<file path="config.mk">
export PLATFORM = sky130hd
export DESIGN_NAME = lpm_ram
export DESIGN_NICKNAME = d
export VERILOG_FILES = /design/src/hw/rtl/lpm_ram.sv
export SDC_FILE = /design/constraint.sdc
export NUM_CORES = 1
export LEC_CHECK = 0
export ABC_AREA = 1
export BUFFER_PORTS_ARGS = -buffer_cell sky130_fd_sc_hd__buf_2
export CAP_MARGIN = 0
export CORE_MARGIN = 10
export CORE_UTILIZATION = 50
export DETAILED_ROUTE_END_ITERATION = 7
export GPL_ROUTABILITY_DRIVEN = 0
export PLACE_DENSITY = 0.65
export SLEW_MARGIN = 20
export SYNTH_ARGS = -nofsm -noshare
export SYNTH_HDL_FRONTEND = slang
export SYNTH_SLANG_ARGS = --single-unit
</file>
<file path="constraint.sdc">
create_clock -name clk -period 5.5 [get_ports clk]
set_clock_uncertainty 0.15 [all_clocks]
set_input_delay 1.375 -clock clk [delete_from_list [all_inputs] [get_ports clk]]
set_output_delay 1.375 -clock clk [all_outputs]
set_load 0.005 [all_outputs]
</file>
<file path="src/hw/rtl/lpm_ram.sv">
// ---------------------------------------------------------------------------
// lpm_ram: generic single-port synchronous RAM
// One read per cycle, plus a write when we is high; read data registered.
// ---------------------------------------------------------------------------
module lpm_ram #(
    parameter int WIDTH = 8,
    parameter int DEPTH = 64
) (
    input  logic                     clk,
    input  logic                     we,
    input  logic [$clog2(DEPTH)-1:0] addr,
    input  logic [WIDTH-1:0]         wdata,
    output logic [WIDTH-1:0]         rdata
);

    logic [WIDTH-1:0] mem [DEPTH];
    logic [WIDTH-1:0] rdata_reg;

    always_ff @(posedge clk)
    begin
        if (we)
            mem[addr] <= wdata;
        rdata_reg <= mem[addr];
    end

    assign rdata = rdata_reg;

endmodule

</file>
# Yosys cells after proc, flatten, opt, wreduce, memory -nomap -nowiden
# Memories as Yosys holds them, arrays and structs flattened. A register that Yosys moved wholly into a read port is not among the register bits.
# Index checks and enable logic that the tools add are counted.
[totals] reg_bits=0 latchBits=0 ramBits=512 mem_bits_ro=0 inputBits=16 output_inout_bits=8 word_cells=3 mem_count=1
[classes] n_addsub=0 mul=0 div=0 order_cmp=0 eq_ne=0 shift=0 mux=2 bitwise_logic=0 reduce_logical=0
[memory_table] name="mem" depth=64 word_bits=8 rd=1 rd_ports_with_merged_regs=1 write_ports=1 line_no="16" source="logic [WIDTH-1:0] mem [DEPTH];"
[op_table] operator="$mux W1" count=2

# Longest topological paths before layout
# Gate-level depths: netlist of the first run.
[depth] ltp_word=2 ltp_mapped=13 ltp_nobuf=11

# Worst setup path before layout of the first run
# OpenSTA, ideal clock, no wires.
[synth_path] path_kind="input to register" start="input port addr[3]" end="memory mem[41][0], enable pin" setup_ns=0.395 t_arrival_ns=2.949 t_required_ns=4.955 path_slack_ns=2.006 cell_stages=5 n_path_buf=1 cell_sequence="buf_2 -> inv_2 -> nor3_2 -> inv_2 -> nor4_1"
[synth_lines] element="from (decl)" line_no="11" source="input logic [$clog2(DEPTH)-1:0] addr,"
[synth_lines] element="to (decl)" line_no="16"
# Straight into the memory's write port.

# Worst setup path after layout of the first run
[layout_path] start="input port addr[0]" end="memory mem[48][7], enable pin"
# Straight into the memory's write port.

==> results of run 1 <==
-- cells by family after synthesis --
kind of cell | after synthesis
buffers and inverters | 131
AO/OA/AOI/OAI | 12
flip-flops | 520
AND/OR/NAND/NOR | 1504
-- cells in the final DEF (no fill, tap or decap), types with 4 or more instances in the layout --
master | netlist | layout
nand2_1 | 1384 | 1384
edfxtp_1 | 512 | 512
nor2_1 | 87 | 87
clkbuf_16 | 0 | 56
buf_4 | 7 | 40
inv_1 | 25 | 25
buf_2 | 52 | 21
nand3_1 | 13 | 13
clkbuf_1 | 23 | 13
clkinv_2 | 0 | 8
nor3_2 | 8 | 8
dfxtp_1 | 8 | 8
clkinv_1 | 1 | 7
o21ai_1 | 6 | 6
clkbuf_8 | 0 | 6
o211ai_1 | 5 | 5
clkinvlp_4 | 0 | 5
bufinv_16 | 0 | 4
-- metrics by stage --
| step | area (sq um) | setup slack (ns) |
|---|---|---|
| after floorplan | 22000 | 2.01 |
| after global placement | 22700 | 1.13 |
| after detailed placement | 22700 | 1.10 |
| after CTS | 24400 | 1.72 |
| after global routing | 24400 | 1.40 |
| final | 24400 | 1.66 |
-- power by group --
group | leakage (nW) | switching, mW | internal (mW) | total [mW]
sequential | 4.67 | 0.00911 | 4.39 | 4.40
clock | 0.850 | 1.49 | 2.12 | 3.61
combinational | 4.63 | 0.385 | 0.116 | 0.501
-- how the worst max path moves through the flow --
| stage | slack [ns] | endpoint | start | cells after the start |
|---|---|---|---|---|
| after floorplan | 2.01 | mem[41][0] | addr[3] | 5 |
| final | 1.66 | mem[48][7] | addr[0] | 4 |
| after CTS | 1.72 | rdata[3] | addr[0] | 13 |
| after detailed placement | 1.10 | rdata[3] | addr[0] | 13 |
| after global routing | 1.40 | rdata[5] | addr[0] | 13 |
| after global placement | 1.13 | rdata[6] | addr[0] | 13 |
-- metal layers --
metal / routed length (microns) / vias to the layer above
met5: 7 / -
met4: 1380 / 2
met3: 4010 / 94
met2: 24900 / 498
met1: 23200 / 7002
li1: - / 7038
-- critical path, delay by kind of cell --
family / cells / cell delay (ns)
and+or+nand+nor: 2 / 1.42
buffers and inverters: 2 / 0.94
-- final cells by class --
| class | count | area, sq um | area share, % |
|---|---|---|---|
| clock inverter | 26 | 245 | 1.00 |
| timing repair buffer | 64 | 459 | 1.88 |
| sequential | 520 | 15500 | 63.6 |
| tap | 585 | 732 | 3.00 |
| multi-input combinational | 1516 | 5810 | 23.8 |
| inverter | 30 | 119 | 0.487 |
| clock buffer | 74 | 1520 | 6.22 |
==> impl_metrics.csv, run 1 <==
group,metric,value,unit
run_status,outcome,"finished clean",
cells_and_area,final.fill_count,3808,
die,ios,24,
clock_network,clock_latency,0.60,ns
cells_and_area,drive_gt1_share,7.26,%
cells_and_area,final_util,56.3,%
min_path,hold_end,"rdata[6]",
synthesis,synth_cells,2167,
die,core,43400,sq um
grt,grt_pass1_vias,14500,
timing,fmax,260,MHz
route,route.detailed.drc,0,
route,drt_iter0_markers,1432,
synthesis,synthSimpleGateAreaFrac,26.0,%
die,die_y,230,microns
worst_setup_path,path_max_fanout,97,
grt,grt-ovfl-total,0,
synthesis,avgSynthCellArea,10.2,sq um
synthesis,ys_types,22,
pwr,report.power.total,8.51,mW
worst_setup_path,crit_slowest_cell,"nor2_1",
worst_setup_path,cp.arrival,3.91,ns
timing,hold_viol_final,0,
cells_and_area,diodes,0,
worst_setup_path,endpoint_kind,"flop",
grt,antenna_found_initial,1,
clock_network,cts_tree,"yes",
synthesis,synth_mux_area_share,0,%
synthesis,synth_edf_count,512,
timing,whs,0.589,ns
worst_setup_path,cp_cell_sequence,"clkbuf_8 -> inv_6 -> nand3_1 -> nor2_1",
cells_and_area,syn2layout_area_growth,10.8,%
route,antenna_left,0,
die,start_util,50.8,%
synthesis,ys.flop_type,"edfxtp_1",
min_path,hold_class,"flop to flop",
clock_network,cts.sinks,520,
place,place_inst,2715,
synthesis,yosysMostFrequentCell,"nand2_1",
timing,finalCritPeriodShare,69.8,%
pwr,p_leak,10.2,nW
grt,track_usage,20.2,%
grt,grt_util_met2,32.4,%
worst_setup_path,critPathMaxStageDelay,0.76,ns
grt,grtUsageMet3,3.88,%
worst_setup_path,ff2ff_path_depth,10,
die,die_width,230,microns
synthesis,synth_fp_nets,2183,
synthesis,synth_adder_area_share,0,%
grt,met1_usage,27.3,%
timing,fin_crit,3.84,ns
synthesis,ys_top_cells_by_count,"nand2_1 (1384), edfxtp_1 (512), nor2_1 (87), buf_2 (52), inv_1 (25)",
route,wl,53500,microns
clock_network,clock-root-buffer,"clkbuf_16",
timing,relSlewSlack,33.7,%
grt,grt_pass1_wl,83000,microns
cells_and_area,largest_reg_flops,512,
synthesis,synth_seq_cells,520,
synthesis,yosys_warnings,0,
clock_network,cts_resized,0,
clock_network,postCtsHoldBufs,0,
synthesis,synth_top_area_share,69.7,%
clock_network,numCtsBuffers,53,
clock_network,clk_pin_slew,0.06,ns
worst_setup_path,cp-start-kind,"input port",
timing,tightest_slew,0.994,ns
pwr,vdd_drop_max,241,uV
grt,busiest_layer,"met2",
timing,tns,0,ns
synthesis,netlist_area,22000,sq um
die,num_rows,76,
place,dp_hpwl,30800,microns
clock_network,htree_levels,2,
synthesis,yosysSeqAreaShare,70.5,%
route,dr.pass1.iters,6,
worst_setup_path,crit_required,5.57,ns
synthesis,synth_top_family_by_area,"simple AND/OR/NAND/NOR gates",
grt,grt_max_degree,177,
clock_network,postCtsSetupBuffers,0,
timing,maxSlewViolCount,0,
synthesis,synth_async_sr_flop_share,0,%
timing,finalSetupViolations,0,
route,drt-vias-per-instance,5.20,
place,portBuffers,23,
pwr,p_per_area,348,nW/um^2
min_path,hold_start,"mem[47][6]",
synthesis,yosys.area.top_type,"edfxtp_1",
cells_and_area,finalNonFillerCells,2815,
timing,rsz0062_at_grt,"no",
die,dieArea,52900,sq um
synthesis,ys_top_cells_by_area,"edfxtp_1 (70%), nand2_1 (24%), nor2_1 (1.5%), buf_2 (1.2%), buf_6 (0.77%)",
clock_network,clk_path_buf_depth,3,
worst_setup_path,reg2reg_slack,3.79,ns
cells_and_area,final_nets,2201,
worst_setup_path,critPathKind,"input port to flop",
worst_setup_path,r2r-end,"rdata[3]",
route,wl_per_cell,19.0,microns
min_path,hold_depth,6,
flow_run,cap_violations,0,
route,routed-via-count,14600,
synthesis,synth_compound_area_share,0.329,%
synthesis,synth-xor-area-share,0,%
worst_setup_path,r2r-start,"mem[42][3]",
(Power assumes the default switching activity.)
==> inputs of run 2 (changes only) <==
==> constraint.sdc (replaced) <==
create_clock -name clk -period 3.9 [get_ports clk]
set_clock_uncertainty 0.15 [all_clocks]
set_input_delay 0.975 -clock clk [delete_from_list [all_inputs] [get_ports clk]]
set_output_delay 0.975 -clock clk [all_outputs]
set_load 0.005 [all_outputs]
==> run 2 against run 1 <==
Core utilization up 0.63 points. Combinational power increased by 43%. Routed wire length fell by 0.11%. Sequential cell count did not move. Die area stayed put. Critical path depth rose by 1. Final cell count up 0.71%. Final area increased by 1.1%. Non-clock buffer count rose by 26. Count of clock-buffer cells in the layout is 1 lower. Sequential power grew 41%.
==> impl_metrics.csv, run 2 (synthesis results as in run 1) <==
group,metric,value,unit
die,die_width,230,microns
pwr,vdd_drop_max,392,uV
grt,grt-ovfl-total,0,
cells_and_area,largest_reg_flops,512,
worst_setup_path,path_max_fanout,9,
cells_and_area,final.fill_count,3677,
flow_run,cap_violations,0,
pwr,seq_power_share,51.3,%
clock_network,clock-root-buffer,"clkbuf_16",
worst_setup_path,path_common_cell,"inv_1",
cells_and_area,final_common_cell,"nand2_1",
die,start_util,50.8,%
pwr,cellInternalPower,9.50,mW
worst_setup_path,cp_cell_sequence,"buf_2 -> inv_1 -> nor3_2 -> inv_1 -> nor2_1",
clock_network,htree_levels,2,
timing,hold_viol_final,0,
cells_and_area,final_cell_area,24700,sq um
place,portBuffers,23,
route,dr.pass1.iters,5,
clock_network,numCtsBuffers,53,
cells_and_area,final_util,57.0,%
run_status,outcome,"finished clean",
grt,antenna_found_initial,3,
place,place_ws,0.733,ns
timing,fin_crit,2.58,ns
clock_network,cts_tree,"yes",
worst_setup_path,crit_required,3.97,ns
grt,grt_pass1_vias,14100,
pwr,swShare,21.6,%
min_path,hold_class,"flop to flop",
worst_setup_path,critPathKind,"input port to flop",
cells_and_area,layout_common_cells,"nand2_1 (1384), edfxtp_1 (512), nor2_1 (87)",
timing,whs,0.536,ns
place,dp_hpwl,31700,microns
die,dieArea,52900,sq um
pwr,p_leak,10.3,nW
min_path,hold_end,"rdata[6]",
pwr,p_per_area,490,nW/um^2
min_path,hold_depth,6,
timing,maxSlewViolCount,0,
route,drt-vias-per-instance,5.17,
route,drt_iter0_markers,1339,
cells_and_area,final_nets,2227,
min_path,hold_start,"mem[47][6]",
timing,tns,0,ns
clock_network,cts.sinks,520,
clock_network,postCtsHoldBufs,0,
timing,tightest_slew,1.01,ns
timing,relSlewSlack,32.1,%
worst_setup_path,cp.arrival,2.64,ns
route,wl,53400,microns
place,placed_cell_area,22900,sq um
timing,rsz0062_at_grt,"no",
worst_setup_path,crit_slowest_cell,"nor2_1",
clock_network,postCtsSetupBuffers,0,
grt,grt_max_degree,145,
timing,layout_setup_ws,1.32,ns
timing,fmax,388,MHz
timing,finalSetupViolations,0,
route,wl_per_cell,18.9,microns
clock_network,cts_resized,0,
route,routed-via-count,14600,
die,die_y,230,microns
cells_and_area,syn2layout_area_growth,12.0,%
pwr,power.switching,2.61,mW
worst_setup_path,cp-start-kind,"input port",
pwr,power_frac_comb,5.9,%
route,route.detailed.drc,0,
cells_and_area,drive_gt1_share,7.91,%
die,core,43400,sq um
cells_and_area,finalNonFillerCells,2835,
die,ios,24,
worst_setup_path,ff2ff_path_depth,10,
grt,grt_pass1_wl,82200,microns
worst_setup_path,reg2reg_slack,2.36,ns
pwr,report.power.total,12.1,mW
timing,finalCritPeriodShare,66.1,%
clock_network,clk_path_buf_depth,3,
route,antenna_left,0,
worst_setup_path,endpoint_kind,"flop",
pwr,p_clk_share,42.8,%
worst_setup_path,critPathMaxStageDelay,0.66,ns
clock_network,clock_latency,0.60,ns
die,num_rows,76,
clock_network,clk_pin_slew,0.06,ns
grt,track_usage,20.0,%
place,place_inst,2741,
worst_setup_path,r2r-start,"mem[58][7]",
worst_setup_path,r2r-end,"rdata[7]",
-- run 2: cell types whose count changed in the layout (fill, tap and decap cells not counted), sizes merged --
cell / previous run / this run
inv: 31 / 29
diode: 0 / 1
clkinvlp: 5 / 1
buf: 63 / 89
clkbuf: 75 / 74
bufinv: 4 / 8
clkinv: 16 / 12
-- run 2: routing by layer --
| metal | up-vias | wire, microns | global-route usage (%) | part of all wire (%) |
|---|---|---|---|---|
| met2 | 481 | 25100 | 31.7 | 47 |
| li1 | 7088 | - | - | - |
| met1 | 6991 | 23200 | 27.9 | 43 |
| met5 | - | 28 | 0 | 0.052 |
| met3 | 85 | 3870 | 3.19 | 7.2 |
| met4 | 4 | 1210 | 6.13 | 2.3 |
-- run 2: worst max-delay path, delay by kind of cell --
kind          cells  cell delay [ns]
simple gates      2             1.12
buf+inv           3             0.53
-- run 2: worst max path at each step --
stage	to	startpoint	slack, ns	depth (start not counted)
2_1_floorplan	mem[41][0]	addr[3]	0.81	5
3_3_place_gp	mem[56][6]	addr[4]	0.72	6
3_5_place_dp	mem[56][2]	addr[4]	0.73	6
4_1_cts	mem[22][4]	addr[4]	1.34	5
5_1_grt	mem[22][4]	addr[4]	1.09	5
6_report	mem[22][4]	addr[4]	1.32	5
-- run 2: power by group through the flow --
stage	logic, mW	registers (mW)	clock network [mW]
after floorplan	0.422	6.32	0
after global placement	0.708	6.33	0
after detailed placement	0.716	6.33	0
after CTS	0.720	6.21	5.24
after global routing	0.799	6.21	5.48
final	0.717	6.21	5.18
-- run 2: final cells by class --
class | instances | area (sq um) | share of cell area, %
Timing Repair Buffer | 90 | 729 | 2.95
Tap cell | 585 | 732 | 2.96
Inverter | 30 | 119 | 0.481
Antenna cell | 1 | 2.50 | 0.0101
Clock inverter | 20 | 304 | 1.23
Clock buffer | 73 | 1460 | 5.92
Multi-Input combinational cell | 1516 | 5810 | 23.5
Sequential cell | 520 | 15500 | 62.9
==> inputs of run 3 (changes only) <==
--- a/config.mk
+++ b/config.mk
@@ -12,7 +12,7 @@
 export CORE_UTILIZATION = 50
 export DETAILED_ROUTE_END_ITERATION = 7
 export GPL_ROUTABILITY_DRIVEN = 0
-export PLACE_DENSITY = 0.65
+export PLACE_DENSITY = 0.68
 export SLEW_MARGIN = 20
 export SYNTH_ARGS = -nofsm -noshare
 export SYNTH_HDL_FRONTEND = slang
==> constraint.sdc (replaced) <==
create_clock -name clk -period 2.2 [get_ports clk]
set_clock_uncertainty 0.15 [all_clocks]
set_input_delay 0.55 -clock clk [delete_from_list [all_inputs] [get_ports clk]]
set_output_delay 0.55 -clock clk [all_outputs]
set_load 0.005 [all_outputs]
==> run 3 against run 2 <==
Routed wire length up 3.2%. Worst hold slack worse by 0.27 ns. Final area up 4.7%. Largest power group unchanged. Largest cell class unchanged. Register-to-register slack worse by 1.8 ns. Critical endpoint is now rdata[3]. Sequential share of layout area down 2.8 points. Non-clock buffer count up 89.
==> impl_metrics.csv, run 3 (synthesis results as in run 1) <==
group,metric,value,unit
worst_setup_path,crit_family,"flip-flops",
pwr,seq_power_share,53.3,%
worst_setup_path,crit_slowest_cell,"dfxtp_1",
die,ios,24,
worst_setup_path,endpoint_kind,"primary output",
worst_setup_path,r2r-start,"mem[43][5]",
cells_and_area,final_util,59.6,%
min_path,hold_class,"input port to flop",
grt,grt-ovfl-total,0,
worst_setup_path,cp_cell_sequence,"buf_2",
timing,finalSetupViolations,0,
cells_and_area,final_cell_area,25900,sq um
timing,tns,0,ns
grt,grt_pass1_wl,85500,microns
timing,fin_crit,1.85,ns
timing,tightest_slew,0.514,ns
grt,grt_util_met2,32.8,%
route,wl_per_cell,18.9,microns
clock_network,clock_latency,0.60,ns
grt,antenna_found_initial,3,
clock_network,clock-root-buffer,"clkbuf_16",
route,drt-vias-per-instance,5.19,
route,routed-via-count,15200,
place,dp_hpwl,33700,microns
clock_network,clk_pin_slew,0.06,ns
route,drt_iter0_markers,1633,
pwr,vdd_drop_max,593,uV
grt,grtUsageMet3,3.47,%
clock_network,postCtsSetupBuffers,0,
grt,met1_usage,28.4,%
flow_run,cap_violations,0,
timing,fmax,542,MHz
route,dr.pass1.iters,6,
grt,grt_max_degree,69,
timing,layout_setup_ws,0.354,ns
place,placed_cell_area,24300,sq um
pwr,cellInternalPower,16.0,mW
timing,relSlewSlack,65.8,%
grt,track_usage,20.8,%
clock_network,cts_resized,0,
route,antenna_left,0,
worst_setup_path,critPathKind,"flop to primary output",
die,num_rows,76,
pwr,power.switching,4.59,mW
clock_network,cts_tree,"yes",
grt,busiest_layer,"met2",
run_status,outcome,"finished clean",
worst_setup_path,ff2ff_path_depth,10,
worst_setup_path,cp-start-kind,"flop",
pwr,report.power.total,20.6,mW
die,core,43400,sq um
route,wl,55200,microns
pwr,p_per_area,798,nW/um^2
worst_setup_path,crit_start,"rdata[3]",
timing,rsz0062_at_grt,"no",
route,route.detailed.drc,0,
worst_setup_path,crit_required,1.50,ns
worst_setup_path,reg2reg_slack,0.60,ns
worst_setup_path,path_max_fanout,1,
clock_network,postCtsHoldBufs,0,
timing,maxSlewViolCount,0,
worst_setup_path,r2r-end,"rdata[5]",
timing,hold_viol_final,0,
pwr,p_leak,10.8,nW
cells_and_area,final.fill_count,3608,
worst_setup_path,path_buf_inv,1,
grt,grt_pass1_vias,15100,
cells_and_area,final_common_cell,"nand2_1",
place,portBuffers,23,
die,die_width,230,microns
die,start_util,50.8,%
die,die_y,230,microns
worst_setup_path,crit_path_end,"rdata[3]",
cells_and_area,syn2layout_area_growth,17.3,%
worst_setup_path,path_depth,1,
cells_and_area,largest_reg_flops,512,
clock_network,clk_path_buf_depth,3,
pwr,p_clk_share,39.8,%
pwr,power_frac_comb,6.9,%
clock_network,htree_levels,2,
pwr,swShare,22.2,%
worst_setup_path,critPathMaxStageDelay,0.39,ns
timing,finalCritPeriodShare,83.9,%
worst_setup_path,cp.arrival,1.15,ns
die,dieArea,52900,sq um
cells_and_area,layout_common_cells,"nand2_1 (1384), edfxtp_1 (512), buf_4 (100)",
clock_network,cts.sinks,520,
clock_network,numCtsBuffers,52,
place,place_ws,-0.210,ns
cells_and_area,drive_gt1_share,12.7,%
cells_and_area,final_nets,2315,
run 3: cell types whose count changed in the layout (fill, tap and decap cells not counted):
| cell | delta |
|---|---|
| diode_2 | +1 |
| nor2_2 | +34 |
| clkbuf_1 | +6 |
| nor4_2 | +2 |
| nor2_1 | -34 |
| buf_4 | +40 |
| clkinv_8 | -1 |
| nor4_1 | -2 |
| clkbuf_16 | -1 |
| clkinv_1 | -4 |
| inv_6 | +2 |
| buf_12 | +49 |
| bufinv_16 | -7 |
run 3: layout make-up:
type,count,area [sq um],share of cell area (%)
timing repair buffer,179,2010,7.78
antenna,2,5.00,0.0194
clock buffer,78,1460,5.65
clock inverter,10,80.1,0.310
inverter,30,119,0.460
multi-input combinational,1516,5910,22.9
sequential,520,15500,60.1
tap,585,732,2.83
run 3: metrics by stage:
step | hold slack (ns) | std cells
floorplan | 0.449 | 2167
global placement | 0.534 | 2830
detailed placement | 0.541 | 2830
CTS | 0.257 | 2918
global route | 0.284 | 2918
finish | 0.270 | 2920
run 3: layer usage:
| layer | wire [microns] | share of wire [%] |
|---|---|---|
| met1 | 23600 | 43 |
| met3 | 4600 | 8.3 |
| met5 | 0 | 0 |
| met2 | 25300 | 46 |
| met4 | 1680 | 3.0 |
run 3: power by group through the flow:
stage	Clock, mW	Combinational, mW	Sequential (mW)
4_1_cts	8.31	1.42	11.0
6_report	8.21	1.42	11.0
3_5_place_dp	0	1.41	11.2
2_1_floorplan	0	0.758	11.2
5_1_grt	8.67	1.57	11.0
3_3_place_gp	0	1.40	11.2
run 3: worst min path at each step:
stage / slack [ns] / from / cells after the start / endpoint
6_report: 0.27 / wdata[3] / 2 / mem[47][3]
5_1_grt: 0.28 / wdata[3] / 2 / mem[47][3]
4_1_cts: 0.26 / wdata[3] / 2 / mem[47][3]
3_5_place_dp: 0.54 / mem[31][6] / 6 / rdata[6]
3_3_place_gp: 0.53 / mem[31][6] / 6 / rdata[6]
2_1_floorplan: 0.45 / mem[31][6] / 6 / rdata[6]
